$ cat src/sv/tvbd_pkg.sv
// ----------------------------------------------------------------------------
// tvbd_pkg
// Shared types, constants and round schedule for the block decrypt pipeline.
// ----------------------------------------------------------------------------
package tvbd_pkg;

	localparam logic [31:0] GoldenDelta = 32'h9e37_79b9;
	localparam logic [31:0] SmallDelta  = 32'h0002_8004;
	localparam logic [31:0] StartSum    = 32'h038b_2ada;
	localparam int          SmallRounds = 18;
	localparam int          MidRounds   = 17;
	localparam int          LastRounds  = 17;
	localparam int          NumRounds   = SmallRounds + MidRounds + LastRounds;
	localparam int          SwapRound   = SmallRounds + MidRounds;
	// two half-round cells per round
	localparam int          NumCells    = 2 * NumRounds;
	localparam int          CfgIdxW     = 2;

	typedef enum logic [CfgIdxW-1:0] {
		REG_KEY_WORD0 = 2'd0,
		REG_KEY_WORD1 = 2'd1,
		REG_KEY_WORD2 = 2'd2,
		REG_KEY_WORD3 = 2'd3
	} cfg_reg_t;

	typedef struct packed {
		logic [31:0] cipher_low;
		logic [31:0] cipher_high;
	} cipher_t;

	typedef struct packed {
		logic [31:0] plain_low;
		logic [31:0] plain_high;
	} plain_t;

	typedef struct packed {
		logic [31:0] v0;
		logic [31:0] v1;
	} blk_t;

	// control handed from one cell to the next
	typedef struct packed {
		logic en;
		logic vld;
	} cell_ctl_t;

	// running sum seen by round r
	function automatic logic [31:0] round_sum(input int r);
		logic [31:0] s;
		if (r < SmallRounds) begin
			s = StartSum - 32'(r) * SmallDelta;
		end else begin
			s = StartSum - 32'(SmallRounds) * SmallDelta - 32'(r - SmallRounds) * GoldenDelta;
		end
		return s;
	endfunction

	function automatic logic [31:0] mix(input logic [31:0] v, input logic [31:0] ka,
			input logic [31:0] kb, input logic [31:0] s);
		logic [31:0] a;
		logic [31:0] b;
		logic [31:0] c;
		a = {v[27:0], 4'b0000} + ka;
		b = v + s;
		c = {{5{v[31]}}, v[31:5]} + kb;
		return a ^ b ^ c;
	endfunction

endpackage

$ cat src/sv/tvbd_cell.sv
// ----------------------------------------------------------------------------
// tvbd_cell
// One half round: subtracts the mix of one word from the other, registered.
// ----------------------------------------------------------------------------
module tvbd_cell
	import tvbd_pkg::*;
#(
	parameter logic [31:0] SUM      = StartSum,
	parameter bit          UPD_HIGH = 1'b1
) (
	input  logic        clk,
	input  logic        arst_n,
	input  cell_ctl_t   ctl,
	input  blk_t        blk,
	input  logic [31:0] ka,
	input  logic [31:0] kb,
	output logic        vld_q,
	output blk_t        blk_q
);

	blk_t nxt;

	always_comb begin
		nxt = blk;
		if (UPD_HIGH) begin
			nxt.v1 = blk.v1 - mix(blk.v0, ka, kb, SUM);
		end else begin
			nxt.v0 = blk.v0 - mix(blk.v1, ka, kb, SUM);
		end
	end

	always_ff @(posedge clk or negedge arst_n) begin
		if (!arst_n) begin
			vld_q <= 1'b0;
		end else if (ctl.en) begin
			vld_q <= ctl.vld;
		end
	end

	always_ff @(posedge clk) begin
		if (ctl.en) begin
			blk_q <= nxt;
		end
	end

endmodule

$ cat config.mk
export PLATFORM = sky130hd
export DESIGN_NAME = tvbd_cell
export DESIGN_NICKNAME = d
export VERILOG_FILES = /design/src/sv/tvbd_pkg.sv /design/src/sv/tvbd_cell.sv
export SDC_FILE = /design/constraint.sdc
export NUM_CORES = 1
export LEC_CHECK = 0
export ABC_AREA = 1
export BUFFER_PORTS_ARGS = -buffer_cell sky130_fd_sc_hd__buf_2
export CORE_MARGIN = 2
export CORE_UTILIZATION = 30
export DETAILED_ROUTE_END_ITERATION = 6
export PLACE_DENSITY = 0.51
export SLEW_MARGIN = 20
export SYNTH_ARGS = -nofsm -noshare
export SYNTH_HDL_FRONTEND = slang
export SYNTH_SLANG_ARGS = --single-unit
$ cat constraint.sdc
create_clock -name clk -period 0.8 [get_ports clk]
set_input_delay 0 -clock clk [delete_from_list [all_inputs] [get_ports clk]]
set_output_delay 0 -clock clk [all_outputs]
set_load 0.02 [all_outputs]
==> metrics.yaml <==
utilization: 0.564
nNetsFinal: 2225
path_class: "input port to flop"
synthDistinctLibCells: 47
first_pass_iters: 6
run_status: "complete, but fails checks"
syn_area_mm2: 0.00914
layout_setup_ws_ns: -2.25
async_flop_share: 0.0154
cp.arrival_ns: 3.16
vias_per_cell: 4.72
gr-total-overflow: 0
clock_latency_ns: 0.35
ios: 197
tightestPinTransition_ns: 0.381
crit_fanout: 4
die_w_um: 179
skew_ns: 0
num_vias: 11300
avgSynthCellArea_um2: 6.69
clock-sinks: 65
yosysWarnings: 0
cts_inserted_buffers: 9
placed_cells: 2316
finalCriticalPeriod_ns: 3.05
hpwlAfterDp_um: 31500
required_ns: 0.91
routed_wl_um: 37800
die_y_um: 179
synth_top_area_frac: 0.210
grt_pass1_vias: 11500
seq_power_share: 0.155
rows: 63
max_freq_mhz: 328
area_delta_synth_final_pct: 83.7
end_kind: "flop"
cts.clk_slew.worst_paths_ns: 0.06
root_buffer: "clkbuf_16"
synth.net_count: 1591
clockPowerShare: 0.107
cts_tree: "built"
core-area_mm2: 0.0298
routabilityCongestion: 0.915
synth_cells: 1366
rsz0062_at_grt: "yes"
port_buffers: 196
post-route-period-util: 3.81
peakVddDrop_v: 0.00127
holdCritPathClass: "input port to flop"
hold_viol: 0
violations: "setup timing"
cts.htree.levels: 3
setup_violations: 97
grt_pass1_wl_um: 57800
p_int_uw: 20600
switchingPower_uw: 15400
final_cell_count_no_fill: 2395
clk_path_buf_depth: 2
synth-seq-cells: 65
track_usage: 0.238
antenna_found_initial: 0
dpl_cell_area_mm2: 0.0136
synth_top_area_cell: "edfxtp_1"
leakagePower_uw: 0.00806
maxSlewHeadroom: 0.743
die-area_mm2: 0.0319
synth_ff_type: "edfxtp_1"
nFillCells: 2762
synth_edf_count: 64
insertedDiodeCount: 0
power_frac_comb: 0.738
swShare: 0.428
postRouteAntennaNets: 0
routedWlPerCell_um: 15.8
initial_core_util: 0.307
drt-initial-drc-count: 518
final_area_mm2: 0.0168
grt_max_degree: 35
pwr_density_cell_mw_per_mm2: 2140
synth_area_leaders: "edfxtp_1, nand2_1, ha_1"
finalMaxSlewViolations: 0
cp-start-kind: "input port"
drive_gt1_frac: 0.489
drc: 0
yosysSeqAreaShare: 0.213
drv_cap: 0
[placed cells by master, fill, tap and decap left out, types with 50 or more instances in the layout]
| cell | count |
|---|---|
| nand2_1 | 328 |
| nor2_1 | 93 |
| edfxtp_1 | 64 |
| nand3_1 | 76 |
| a21oi_1 | 58 |
| nand2_2 | 60 |
| xor2_1 | 53 |
| buf_4 | 367 |
| inv_1 | 156 |
| ha_4 | 50 |
| buf_6 | 91 |
| buf_2 | 131 |
[worst max-delay path, cell delays in order]
cell and delay [ns]:
buf_8 0.07, ha_4 0.13, inv_2 0.04, fa_2 0.34
inv_2 0.08, nand3_2 0.06, and2_4 0.19, o21ai_4 0.19
nand2_2 0.08, nand2_4 0.11, xor2_2 0.08, or2_1 0.22
nand2_1 0.06, nand2_1 0.06, nand2_2 0.11, ha_4 0.24
a21oi_2 0.16, o21ai_1 0.10, a21oi_2 0.13, buf_4 0.13
nor3_2 0.04, nor4_2 0.32, nand2_1 0.10, nand2_1 0.07
nand2_1 0.05
[power by group through the flow]
stage / clock, µW / combinational (µW) / sequential (µW)
2_1_floorplan: 0 / 9660 / 6750
3_3_place_gp: 0 / 19700 / 5460
3_5_place_dp: 0 / 19800 / 5460
4_1_cts: 3980 / 23000 / 5420
5_1_grt: 4060 / 28800 / 5670
6_report: 3870 / 26600 / 5560
[kinds of logic (layout without fill, tap and decap cells)]
family | after synthesis | after routing | share of synthesized area
simple gates | 687 | 687 | 0.323
xor+xnor | 127 | 127 | 0.124
compound gates | 214 | 214 | 0.135
flops | 65 | 65 | 0.213
fa+ha+maj | 93 | 93 | 0.130
mux | 1 | 1 | 0.00123
buf+inv | 179 | 818 | 0.0735
[stage by stage]
step                      hold slack, ns  TNS (ns)  power [µW]  worst slack, ns
after global placement            -0.226    -75.11       25100            -3.03
after detailed placement          -0.223    -75.54       25200            -3.02
final                             0.0175    -61.59       36000            -2.25
after global routing             0.00879    -68.16       38500            -2.45
after CTS                        0.00248    -61.66       32400            -2.20
after floorplan                   -0.296    -53.49       16400            -2.19
[routing by layer]
layer  vias to the layer above  wire (µm)  GRT usage  share of wire
met5                         -          0          0              0
met4                         0       1020     0.0779          0.027
met3                        58       1510     0.0277          0.040
met2                       250      18300      0.415           0.48
met1                      5214      16900      0.304           0.45
li1                       5786          -          -              -
[path summary, 6_finish.rpt]
path	from	slack [ns]	endpoint	cells after the start
max in group asynchronous	arst_n	0.20	vld_q	3
worst min register to register	vld_q	0.62	vld_q	2
worst max register to register	vld_q	-0.10	vld_q	2
worst min-delay path	blk[59]	0.02	blk_q[59]	2
worst max-delay path	ka[4]	-2.25	blk_q[29]	25
min in group asynchronous	arst_n	0.49	vld_q	3
[repair_timing]
action,in CTS,in global routing
hold buffers,20,1
pin swaps,93,92
gates resized for setup,252,258
setup buffers,30,20
endpoints found under the setup margin,97,98
endpoints found under the hold margin,19,1
[cell usage after synthesis, types with 4 or more instances]
master,count
a21o_1,16
o21ai_0,37
nor3_1,18
nand2_1,384
o21a_1,5
xor2_1,73
nand4_1,13
a31oi_1,7
o21bai_1,14
nor2_4,4
inv_2,8
o21ai_2,5
nor2_2,4
xnor2_1,51
a21oi_1,113
a21boi_0,4
nand2_2,13
nor4_1,7
edfxtp_1,64
nor2_1,128
ha_1,90
nand3_1,92
inv_1,170
nand3b_1,9
[cell type report]
type | instances | area [µm²] | area share
Clock buffer | 11 | 243 | 0.0145
Clock inverter | 5 | 32.5 | 0.00194
Inverter | 179 | 674 | 0.0402
Multi-Input combinational cell | 1122 | 8580 | 0.511
Sequential cell | 65 | 1950 | 0.116
Tap cell | 390 | 488 | 0.0291
Timing Repair Buffer | 623 | 4830 | 0.288
[flip-flops by register name (all words and copies together), names as in the netlist]
| name | count |
|---|---|
| blk_q | 64 |
| vld_q | 1 |
Note: power is estimated with default switching activity, not from simulation.
