**config.mk**
```make
export PLATFORM = sky130hd
export DESIGN_NAME = tvbd_out_buf
export DESIGN_NICKNAME = d
export VERILOG_FILES = /design/src/sv/tvbd_pkg.sv /design/src/sv/tvbd_out_buf.sv
export SDC_FILE = /design/constraint.sdc
export NUM_CORES = 1
export LEC_CHECK = 0
export ABC_CLOCK_PERIOD_IN_PS = 7900
export BUFFER_PORTS_ARGS = -buffer_cell sky130_fd_sc_hd__buf_2
export CORE_MARGIN = 2
export CORE_UTILIZATION = 50
export CTS_BUF_LIST = sky130_fd_sc_hd__clkbuf_8
export CTS_CLUSTER_SIZE = 14
export DETAILED_ROUTE_END_ITERATION = 6
export PLACE_DENSITY = 0.76
export REMOVE_ABC_BUFFERS = 1
export SYNTH_ARGS = -nofsm -noshare
export SYNTH_HDL_FRONTEND = slang
export SYNTH_SLANG_ARGS = --single-unit
```
**constraint.sdc**
```tcl
create_clock -name clk -period 7.9 [get_ports clk]
set_input_delay 0.79 -clock clk [delete_from_list [all_inputs] [get_ports clk]]
set_output_delay 0.79 -clock clk [all_outputs]
set_load 0.005 [all_outputs]
```
**src/sv/tvbd_pkg.sv**
```systemverilog
// ----------------------------------------------------------------------------
// tvbd_pkg
// Shared types, constants and round schedule for the block decrypt pipeline.
// ----------------------------------------------------------------------------
package tvbd_pkg;

	localparam logic [31:0] GoldenDelta = 32'h9e37_79b9;
	localparam logic [31:0] SmallDelta  = 32'h0002_8004;
	localparam logic [31:0] StartSum    = 32'h038b_2ada;
	localparam int          SmallRounds = 18;
	localparam int          MidRounds   = 17;
	localparam int          LastRounds  = 17;
	localparam int          NumRounds   = SmallRounds + MidRounds + LastRounds;
	localparam int          SwapRound   = SmallRounds + MidRounds;
	// two half-round cells per round
	localparam int          NumCells    = 2 * NumRounds;
	localparam int          CfgIdxW     = 2;

	typedef enum logic [CfgIdxW-1:0] {
		REG_KEY_WORD0 = 2'd0,
		REG_KEY_WORD1 = 2'd1,
		REG_KEY_WORD2 = 2'd2,
		REG_KEY_WORD3 = 2'd3
	} cfg_reg_t;

	typedef struct packed {
		logic [31:0] cipher_low;
		logic [31:0] cipher_high;
	} cipher_t;

	typedef struct packed {
		logic [31:0] plain_low;
		logic [31:0] plain_high;
	} plain_t;

	typedef struct packed {
		logic [31:0] v0;
		logic [31:0] v1;
	} blk_t;

	// control handed from one cell to the next
	typedef struct packed {
		logic en;
		logic vld;
	} cell_ctl_t;

	// running sum seen by round r
	function automatic logic [31:0] round_sum(input int r);
		logic [31:0] s;
		if (r < SmallRounds) begin
			s = StartSum - 32'(r) * SmallDelta;
		end else begin
			s = StartSum - 32'(SmallRounds) * SmallDelta - 32'(r - SmallRounds) * GoldenDelta;
		end
		return s;
	endfunction

	function automatic logic [31:0] mix(input logic [31:0] v, input logic [31:0] ka,
			input logic [31:0] kb, input logic [31:0] s);
		logic [31:0] a;
		logic [31:0] b;
		logic [31:0] c;
		a = {v[27:0], 4'b0000} + ka;
		b = v + s;
		c = {{5{v[31]}}, v[31:5]} + kb;
		return a ^ b ^ c;
	endfunction

endpackage

```
**src/sv/tvbd_out_buf.sv**
```systemverilog
// ----------------------------------------------------------------------------
// tvbd_out_buf
// Output register with a skid entry that holds a block arriving during a stall.
// ----------------------------------------------------------------------------
module tvbd_out_buf
	import tvbd_pkg::*;
(
	input  logic   clk,
	input  logic   arst_n,
	input  logic   up_valid,
	input  plain_t up_data,
	output logic   full,
	output logic   plain_valid,
	output plain_t plain,
	input  logic   plain_stall
);

	logic   ov_q;
	logic   sv_q;
	plain_t od_q;
	plain_t sd_q;

	logic load_out;
	logic load_skid;
	logic drain_skid;

	assign drain_skid = sv_q && !plain_stall;
	assign load_out   = !sv_q && up_valid && (!ov_q || !plain_stall);
	assign load_skid  = !sv_q && up_valid && ov_q && plain_stall;

	always_ff @(posedge clk or negedge arst_n) begin
		if (!arst_n) begin
			ov_q <= 1'b0;
			sv_q <= 1'b0;
		end else begin
			if (drain_skid) begin
				sv_q <= 1'b0;
			end else if (load_skid) begin
				sv_q <= 1'b1;
			end
			if (load_out) begin
				ov_q <= 1'b1;
			end else if (!sv_q && !plain_stall) begin
				ov_q <= 1'b0;
			end
		end
	end

	always_ff @(posedge clk) begin
		if (drain_skid) begin
			od_q <= sd_q;
		end else if (load_out) begin
			od_q <= up_data;
		end
		if (load_skid) begin
			sd_q <= up_data;
		end
	end

	assign full        = sv_q;
	assign plain_valid = ov_q;
	assign plain       = od_q;

	a_skid_needs_out: assert property (@(posedge clk) disable iff (!arst_n)
		sv_q |-> ov_q) else $error("skid entry held without output entry");

	a_skid_fill_on_stall: assert property (@(posedge clk) disable iff (!arst_n)
		$rose(sv_q) |-> $past(plain_stall) && $past(ov_q))
		else $error("skid filled while output was free");

	a_drain_keeps_out: assert property (@(posedge clk) disable iff (!arst_n)
		sv_q && !plain_stall |=> ov_q && !sv_q)
		else $error("skid drain lost a request");

endmodule
```
==> results.py, run 1 <==
metrics = {
    "timing": {
        "slew_violations": 0,
        "setup_tns_ns": 0,
        "setup_viol": 0,
        "timing.final.crit_share": 0.2914,
        "hold_viol": 0,
        "min_period_ns": 2.302,
        "slew-limit-headroom": 0.4188,
        "finClkSkew_ns": 0.008821,
        "rsz0062_at_grt": "no",
        "max_freq_ghz": 0.4344,
        "worst_pin_slew_ns": 0.8718,
    },
    "layout": {
        "area_delta_synth_final_pct": 21.57,
        "layout_common_cells": "133 x buf_2, 128 x edfxtp_1, 60 x mux2_4",
        "multi_input_area_um2": 1015,
        "layout_commonest_cell": "buf_2",
        "fill_cells": 717,
        "antenna_cells": 0,
        "regArea_um2": 3894,
        "nNetsFinal": 427,
        "drive_gt1_frac": 0.6108,
        "post-route-util": 0.6248,
    },
    "logic_synthesis": {
        "ys_seq_elements": 130,
        "yosysWarnings": 0,
        "syn_area_um2": 5024,
        "yosysUniqueCellTypes": 14,
        "synth_area_per_cell_um2": 23.81,
        "yosysSeqAreaShare": 0.7751,
        "synthCells": 211,
    },
    "clock_network": {
        "ctsResizeCount": 0,
        "cts-root-buf": "clkbuf_8",
        "cts_max_level": 4,
        "cts_buffer_depth": 2,
        "cts-buffers-inserted": 17,
        "cts_tree": "done",
        "cts.sinks": 130,
        "clock_latency_ns": 0.42,
        "path_clk_slew_ns": 0.07,
        "holdBufCountCts": 0,
        "post-cts-setup-buffers": 0,
    },
    "status": {
        "status": "complete, no violations",
    },
    "place": {
        "place_congestion": 0.7332,
        "portBuffers": 133,
        "dp_hpwl_mm": 5.242,
    },
    "floorplanning": {
        "initial_core_util": 0.5140,
        "die_x_um": 104.2,
        "coreArea_um2": 9774,
        "die_y_um": 104.2,
        "num_rows": 36,
        "die_area_um2": 10860,
        "ios": 134,
    },
    "global_routing": {
        "grt_pass1_vias": 2458,
        "grt_pass1_wl_mm": 12.22,
        "grt_overflow": 0,
        "grt_antenna_before_repair": 0,
        "grt_max_degree": 65,
        "grt_usage": 0.1512,
    },
    "worst_setup_path": {
        "reg2reg_depth": 3,
        "r2r-start": "full",
        "r2r_slack_ns": 5.60,
        "crit_slowest_cell": "buf_4",
        "crit_required_ns": 8.06,
        "worst_setup_path_start_kind": "primary input",
        "critPathMaxFanout": 36,
        "worstPathArrival_ns": 2.46,
        "path_class": "in2reg",
        "r2r_end": "plain[62]",
        "endpoint_kind": "register",
        "path_cells": "buf_2 -> nand2b_4 -> buf_4 -> mux2_2",
        "max_stage_delay_ns": 0.63,
    },
    "detailed_routing": {
        "dr.first_iter.drc_count": 107,
        "drc": 0,
        "ant_nets": 0,
        "routedWlPerCell_um": 15.60,
        "post_drt_via_cell_ratio": 4.757,
        "vias": 2393,
        "wl_mm": 7.849,
        "first_pass_iters": 4,
    },
    "power": {
        "p_leak_uw": 0.002563,
        "total_power_uw": 1471,
        "powerDensity_nw_per_um2": 240.9,
        "irDropWorstVdd_uv": 106.4,
    },
    "hold_path": {
        "worstHoldPathType": "in2async",
    },
    "job": {
        "maxCapViolCount": 0,
    },
}
[layer usage]
metal / global-route usage / share of wire
met3: 0.06767 / 0.079
met4: 0.07625 / 0.015
met2: 0.2317 / 0.47
met1: 0.1819 / 0.43
met5: 0 / 0
[cell families after synthesis]
family	count (synthesis)	synth area share
buffers and inverters	8	0.02690
muxes	64	0.1883
DFF	130	0.7751
AOI/OAI and AO/OA	5	0.005478
and+or+nand+nor	4	0.004234
[cells in the mapped netlist]
| cell | number | share of area |
|---|---|---|
| inv_1 | 1 | 0.00075 |
| buf_12 | 6 | 0.024 |
| nand2b_1 | 1 | 0.0012 |
| o21a_1 | 1 | 0.0015 |
| nor2b_1 | 1 | 0.0012 |
| nor3_1 | 1 | 0.0010 |
| mux2_2 | 4 | 0.0090 |
| buf_6 | 1 | 0.0022 |
| mux2_4 | 60 | 0.18 |
| dfrtp_1 | 2 | 0.010 |
| nand2_1 | 1 | 0.00075 |
| o21ai_0 | 3 | 0.0030 |
| edfxtp_1 | 128 | 0.77 |
| a21oi_1 | 1 | 0.0010 |
[worst max-delay path by stage]
stage,cells after the start,startpoint,endpoint
2_1_floorplan,2,plain_stall,sd_q[0]
3_3_place_gp,4,plain_stall,plain[62]
3_5_place_dp,4,plain_stall,plain[62]
4_1_cts,3,full,plain[62]
5_1_grt,3,full,plain[62]
6_report,4,plain_stall,plain[62]
[worst max-delay path: cells and delay by family]
kind | cells | cell delay (ns)
mux | 1 | 0.40
buf+inv | 2 | 0.75
simple gates | 1 | 0.47
[power breakdown]
group          switching, µW  internal, µW
clock network            229           266
registers               13.7           821
logic                   66.1          74.7
total                    309          1160
[per-stage QoR]
step | worst slack, ns | hold slack [ns] | std cells | area (µm²)
finish | 5.598 | 0.1433 | 503 | 6107
global route | 5.498 | 0.1159 | 503 | 6107
CTS | 5.582 | 0.1180 | 503 | 6107
detailed placement | 5.152 | 0.5324 | 473 | 5767
global placement | 5.198 | 0.5283 | 473 | 5767
floorplan | 2.153 | 0.4944 | 204 | 4892
[cell type report]
type,instances,share of cell area
tap,133,0.02725
inverter,1,0.0006146
clock buffer,17,0.03831
multi-input combinational,73,0.1662
clock inverter,13,0.01741
timing repair buffer,136,0.1127
sequential,130,0.6376
[sequential cells by signal (all words and copies together), names as in the netlist]
register,count
plain,64
sd_q,64
plain_valid,1
full,1
Power figures use the tool's default switching activity.
==> run 2, diff against run 1 <==
--- a/config.mk
+++ b/config.mk
@@ -5,7 +5,7 @@
 export SDC_FILE = /design/constraint.sdc
 export NUM_CORES = 1
 export LEC_CHECK = 0
-export ABC_CLOCK_PERIOD_IN_PS = 7900
+export ABC_CLOCK_PERIOD_IN_PS = 2200
 export BUFFER_PORTS_ARGS = -buffer_cell sky130_fd_sc_hd__buf_2
 export CORE_MARGIN = 2
 export CORE_UTILIZATION = 50
==> constraint.sdc (replaced) <==
create_clock -name clk -period 2.2 [get_ports clk]
set_input_delay 0.22 -clock clk [delete_from_list [all_inputs] [get_ports clk]]
set_output_delay 0.22 -clock clk [all_outputs]
set_load 0.005 [all_outputs]
==> run 2 against run 1 <==
Critical path depth is 1 lower. First-iteration DRC count is 21% higher. Sequential power grew to 3.6 times the previous value. Core utilization is 8.8 points higher. Die area stayed put. Largest cell class unchanged. Largest power group unchanged.
==> results.py, run 2 (synthesized netlist as in run 1, its figures left out) <==
metrics = {
    "clock_network": {
        "path_clk_slew_ns": 0.07,
        "clock_latency_ns": 0.42,
        "post-cts-setup-buffers": 0,
        "cts.sinks": 130,
        "cts_max_level": 4,
        "cts-buffers-inserted": 17,
        "cts_buffer_depth": 2,
        "cts-root-buf": "clkbuf_8",
        "ctsResizeCount": 0,
        "cts_tree": "done",
    },
    "floorplanning": {
        "die_area_um2": 10860,
        "num_rows": 36,
        "coreArea_um2": 9774,
        "ios": 134,
        "initial_core_util": 0.5140,
        "die_y_um": 104.2,
        "die_x_um": 104.2,
    },
    "layout": {
        "post-route-util": 0.7124,
        "area_delta_synth_final_pct": 38.61,
        "antenna_cells": 0,
        "drive_gt1_frac": 0.5364,
        "layout_common_cells": "133 x buf_2, 128 x edfxtp_1, 65 x dlygate4sd3_1",
        "final_cells": 573,
        "fin_area_um2": 6963,
        "nNetsFinal": 495,
        "layout_commonest_cell": "buf_2",
        "fill_cells": 614,
    },
    "detailed_routing": {
        "first_pass_iters": 4,
        "post_drt_via_cell_ratio": 4.684,
        "vias": 2684,
        "drc": 0,
        "wl_mm": 9.075,
        "routedWlPerCell_um": 15.84,
        "ant_nets": 0,
        "dr.first_iter.drc_count": 130,
    },
    "worst_setup_path": {
        "worst_setup_path_start_kind": "register",
        "critPathMaxFanout": 36,
        "endpoint_kind": "register",
        "crit_required_ns": 2.37,
        "path_cells": "nand2b_4 -> buf_12 -> mux2_2",
        "max_stage_delay_ns": 0.48,
        "startpoint": "full",
        "crit_slowest_cell": "dfrtp_1",
        "r2r_end": "plain[63]",
        "r2r_slack_ns": 0.54,
        "reg2reg_depth": 3,
        "worstPathArrival_ns": 1.83,
        "r2r-start": "full",
        "path_class": "reg2reg",
    },
    "timing": {
        "finClkSkew_ns": 0.008996,
        "min_period_ns": 1.656,
        "worst_pin_slew_ns": 0.2977,
        "hold_viol": 0,
        "slew-limit-headroom": 0.8015,
        "timing.final.crit_share": 0.7529,
        "setup_viol": 0,
        "layout_setup_ws_ns": 0.5436,
        "max_freq_ghz": 0.6037,
        "slew_violations": 0,
        "rsz0062_at_grt": "no",
    },
    "power": {
        "irDropWorstVdd_uv": 533.9,
        "p_leak_uw": 0.002915,
        "powerDensity_nw_per_um2": 859.9,
    },
    "hold_path": {
        "whs_endpoint": "full",
        "whs_path_depth": 2,
        "hp-start": "plain_stall",
        "worstHoldPathType": "in2reg",
    },
    "place": {
        "portBuffers": 133,
        "dpl_cell_area_um2": 5839,
        "dp_hpwl_mm": 5.563,
        "post-place-ws_ns": 0.5607,
        "place_congestion": 0.7242,
        "place_inst": 476,
    },
    "global_routing": {
        "grt_antenna_before_repair": 0,
        "grt_usage": 0.1742,
        "grt_max_degree": 43,
        "grt_pass1_vias": 2890,
        "grt_pass1_wl_mm": 14.36,
        "grt_overflow": 0,
    },
    "job": {
        "maxCapViolCount": 0,
    },
    "status": {
        "status": "complete, no violations",
    },
}
## run 2: cell count changes in the layout (fill, tap and decap cells not counted), moves of 2 or more
cell / delta
dlygate4sd3_1: +65
buf_12: +4
bufinv_16: +4
clkinv_1: -3
clkinv_2: -2
clkinvlp_4: +2
inv_1: -2
inv_6: +2
## run 2: layout make-up
cell class                      instances  area [µm²]  share of cell area
Inverter                                1       3.754           0.0005391
Multi-Input combinational cell         73        1015              0.1457
Tap cell                              133       166.4             0.02390
Timing Repair Buffer                  204        1411              0.2027
Clock buffer                           17       234.0             0.03360
Sequential cell                       130        3894              0.5592
Clock inverter                         15       239.0             0.03432
## run 2: how the worst max path moves through the flow
stage / to / slack, ns / cells after the start
after floorplan: sd_q[0] / -3.21 / 1
after global placement: plain[62] / 0.60 / 3
after detailed placement: plain[63] / 0.56 / 3
after CTS: plain[63] / 0.55 / 3
after global routing: plain[62] / 0.47 / 3
final: plain[63] / 0.54 / 3
## run 2: worst max-delay path: cells and delay by family (launching register included)
family	cells	cell delay [ns]
mux	1	0.37
buf+inv	1	0.29
flops	1	0.48
simple gates	1	0.23
## run 2: power breakdown
part	total [µW]	internal, µW	leakage (µW)	switching (µW)
combinational	632	364	0.00145	268
sequential	2990	2940	0.00123	50.2
clock	2360	1460	0.000239	901
## run 2: repair_timing
action | 4_1_cts | 5_1_grt
setup endpoints to repair | 0 | 0
hold endpoints to repair | 66 | 0
hold buffers | 65 | 0
## run 2: per-layer routing
metal | track usage | share of wire | up-vias
met4 | 0.06853 | 0.012 | 0
met1 | 0.2059 | 0.41 | 1288
li1 | - | - | 1275
met5 | 0 | 0 | -
met3 | 0.07143 | 0.071 | 10
met2 | 0.2852 | 0.50 | 111
## run 2: metrics by stage
| stage | setup TNS, ns | total power (µW) | hold slack (ns) |
|---|---|---|---|
| finish | 0 | 5987 | 0.08964 |
| global route | 0 | 6217 | 0.05713 |
| CTS | 0 | 6055 | 0.04514 |
| detailed placement | 0 | 3592 | 0.009295 |
| global placement | 0 | 3569 | 0.004735 |
| floorplan | -299.93 | 3351 | -0.07559 |
==> run 3, diff against run 2 <==
--- a/config.mk
+++ b/config.mk
@@ -5,14 +5,14 @@
 export SDC_FILE = /design/constraint.sdc
 export NUM_CORES = 1
 export LEC_CHECK = 0
-export ABC_CLOCK_PERIOD_IN_PS = 2200
+export ABC_CLOCK_PERIOD_IN_PS = 1400
 export BUFFER_PORTS_ARGS = -buffer_cell sky130_fd_sc_hd__buf_2
 export CORE_MARGIN = 2
-export CORE_UTILIZATION = 50
+export CORE_UTILIZATION = 49
 export CTS_BUF_LIST = sky130_fd_sc_hd__clkbuf_8
 export CTS_CLUSTER_SIZE = 14
 export DETAILED_ROUTE_END_ITERATION = 6
-export PLACE_DENSITY = 0.76
+export PLACE_DENSITY = 0.78
 export REMOVE_ABC_BUFFERS = 1
 export SYNTH_ARGS = -nofsm -noshare
 export SYNTH_HDL_FRONTEND = slang
==> constraint.sdc (replaced) <==
create_clock -name clk -period 1.4 [get_ports clk]
set_input_delay 0.14 -clock clk [delete_from_list [all_inputs] [get_ports clk]]
set_output_delay 0.14 -clock clk [all_outputs]
set_load 0.005 [all_outputs]
==> run 3 against run 2 <==
The flow now finishes with violations (setup timing). Cell count increased by 1.0%. Worst setup slack got worse by 0.56 ns. Wire length increased by 1.6%. Flip-flop and latch count unchanged.
==> results.py, run 3 (synthesized netlist as in run 1, its figures left out) <==
metrics = {
    "status": {
        "status": "finished, violations left",
        "violations": "setup timing",
    },
    "global_routing": {
        "grt_overflow": 0,
        "grt_antenna_before_repair": 0,
        "grt_max_degree": 45,
        "grt_usage": 0.1630,
        "grt_pass1_vias": 2765,
        "grt_pass1_wl_mm": 13.59,
    },
    "floorplanning": {
        "initial_core_util": 0.5093,
        "num_rows": 36,
        "die_area_um2": 11080,
        "coreArea_um2": 9864,
        "die_x_um": 105.3,
        "ios": 134,
        "die_y_um": 105.3,
    },
    "layout": {
        "layout_common_cells": "133 x buf_2, 128 x edfxtp_1, 66 x dlygate4sd3_1",
        "drive_gt1_frac": 0.5291,
        "antenna_cells": 0,
        "area_delta_synth_final_pct": 38.78,
        "final_cells": 579,
        "nNetsFinal": 504,
        "layout_commonest_cell": "buf_2",
        "post-route-util": 0.7067,
        "fin_area_um2": 6972,
    },
    "worst_setup_path": {
        "critPathMaxFanout": 20,
        "crit_path_end": "plain[62]",
        "r2r_slack_ns": -0.01,
        "r2r_end": "plain[62]",
        "r2r-start": "full",
        "crit_slowest_cell": "dfrtp_2",
        "crit_required_ns": 1.57,
        "path_cells": "nand2b_4 -> buf_12 -> mux2_2",
        "worstPathArrival_ns": 1.58,
        "max_stage_delay_ns": 0.47,
        "path_class": "reg2reg",
        "reg2reg_depth": 3,
        "endpoint_kind": "register",
        "startpoint": "full",
        "worst_setup_path_start_kind": "register",
    },
    "power": {
        "total_power_uw": 8373,
        "seqPwrFrac": 0.562,
        "irDropWorstVdd_uv": 599.9,
        "p_comb_frac": 0.131,
        "swShare": 0.2133,
        "p_leak_uw": 0.002923,
        "p_clk_frac": 0.308,
        "p_int_uw": 6587,
        "power.switching_uw": 1786,
        "powerDensity_nw_per_um2": 1201,
    },
    "timing": {
        "max_freq_ghz": 0.7074,
        "layout_setup_ws_ns": -0.01363,
        "hold_viol": 0,
        "timing.final.crit_share": 1.010,
        "slew_violations": 0,
        "setup_viol": 13,
        "slew-limit-headroom": 0.8750,
        "finClkSkew_ns": 0.007540,
        "worst_pin_slew_ns": 0.1875,
        "min_period_ns": 1.414,
        "rsz0062_at_grt": "yes",
    },
    "clock_network": {
        "clock_latency_ns": 0.42,
        "cts-root-buf": "clkbuf_8",
        "cts_buffer_depth": 2,
        "cts-buffers-inserted": 17,
        "cts_tree": "done",
        "path_clk_slew_ns": 0.07,
        "cts_max_level": 4,
        "cts.sinks": 130,
    },
    "detailed_routing": {
        "ant_nets": 0,
        "first_pass_iters": 4,
        "dr.first_iter.drc_count": 97,
        "post_drt_via_cell_ratio": 4.675,
        "wl_mm": 9.216,
        "drc": 0,
        "routedWlPerCell_um": 15.92,
        "vias": 2707,
    },
    "place": {
        "place_congestion": 0.7415,
        "dpl_cell_area_um2": 5879,
        "portBuffers": 133,
        "dp_hpwl_mm": 5.526,
        "place_inst": 478,
    },
    "job": {
        "maxCapViolCount": 0,
    },
    "hold_path": {
        "worstHoldPathType": "in2async",
    },
}
==> run 3: worst min path at each step <==
stage            from          end  slack (ns)
5_1_grt        arst_n         full        0.02
4_1_cts        arst_n         full       0.005
6_report       arst_n         full        0.04
3_3_place_gp   arst_n  plain_valid       -0.07
3_5_place_dp   arst_n         full       -0.06
2_1_floorplan  arst_n         full       -0.16
==> run 3: stage by stage <==
step | setup slack, ns | setup TNS (ns) | hold slack (ns)
2_1_floorplan | -4.008 | -453.53 | -0.1556
3_3_place_gp | -0.009203 | -0.1669 | -0.07060
3_5_place_dp | -0.02986 | -1.658 | -0.06305
4_1_cts | -0.02693 | -0.9210 | 0.005247
5_1_grt | -0.04295 | -3.496 | 0.01998
6_report | -0.01363 | -0.05355 | 0.03654
==> run 3: power by group through the flow <==
stage          logic, µW  clock network [µW]  registers, µW
6_report            1090                2580           4700
3_3_place_gp         859                   0           4780
4_1_cts             1020                2670           4710
3_5_place_dp         881                   0           4790
2_1_floorplan        435                   0           4830
5_1_grt             1170                2800           4730
==> run 3: cell type report <==
| cell class | count | area, µm² |
|---|---|---|
| clock buffers | 17 | 234.0 |
| repair buffers | 213 | 1567 |
| well taps | 133 | 166.4 |
| inverters | 1 | 3.754 |
| multi-input cells | 73 | 1028 |
| fillers | 624 | 2893 |
| flip-flops and latches | 130 | 3895 |
| clock inverters | 12 | 77.57 |
==> run 3: repair_timing <==
action | CTS | global route
hold buffers | 66 | 0
setup endpoints to repair | 162 | 181
setup buffers | 0 | 3
resized for setup | 2 | 8
pin swaps | 0 | 1
gates cloned | 0 | 3
endpoints found under the hold margin | 70 | 0
==> run 3: critical path: cells and delay by family, from the launching register on <==
family / cells / cell delay [ns]
and+or+nand+nor: 1 / 0.14
muxes: 1 / 0.35
DFF: 1 / 0.47
buffers and inverters: 1 / 0.20
==> run 3: metal layers <==
layer | track usage | vias up | wire, µm
met3 | 0.05628 | 17 | 503
met2 | 0.2558 | 96 | 4537
met5 | 0 | - | 0
met1 | 0.2041 | 1304 | 3995
met4 | 0.07619 | 0 | 179
li1 | - | 1290 | -
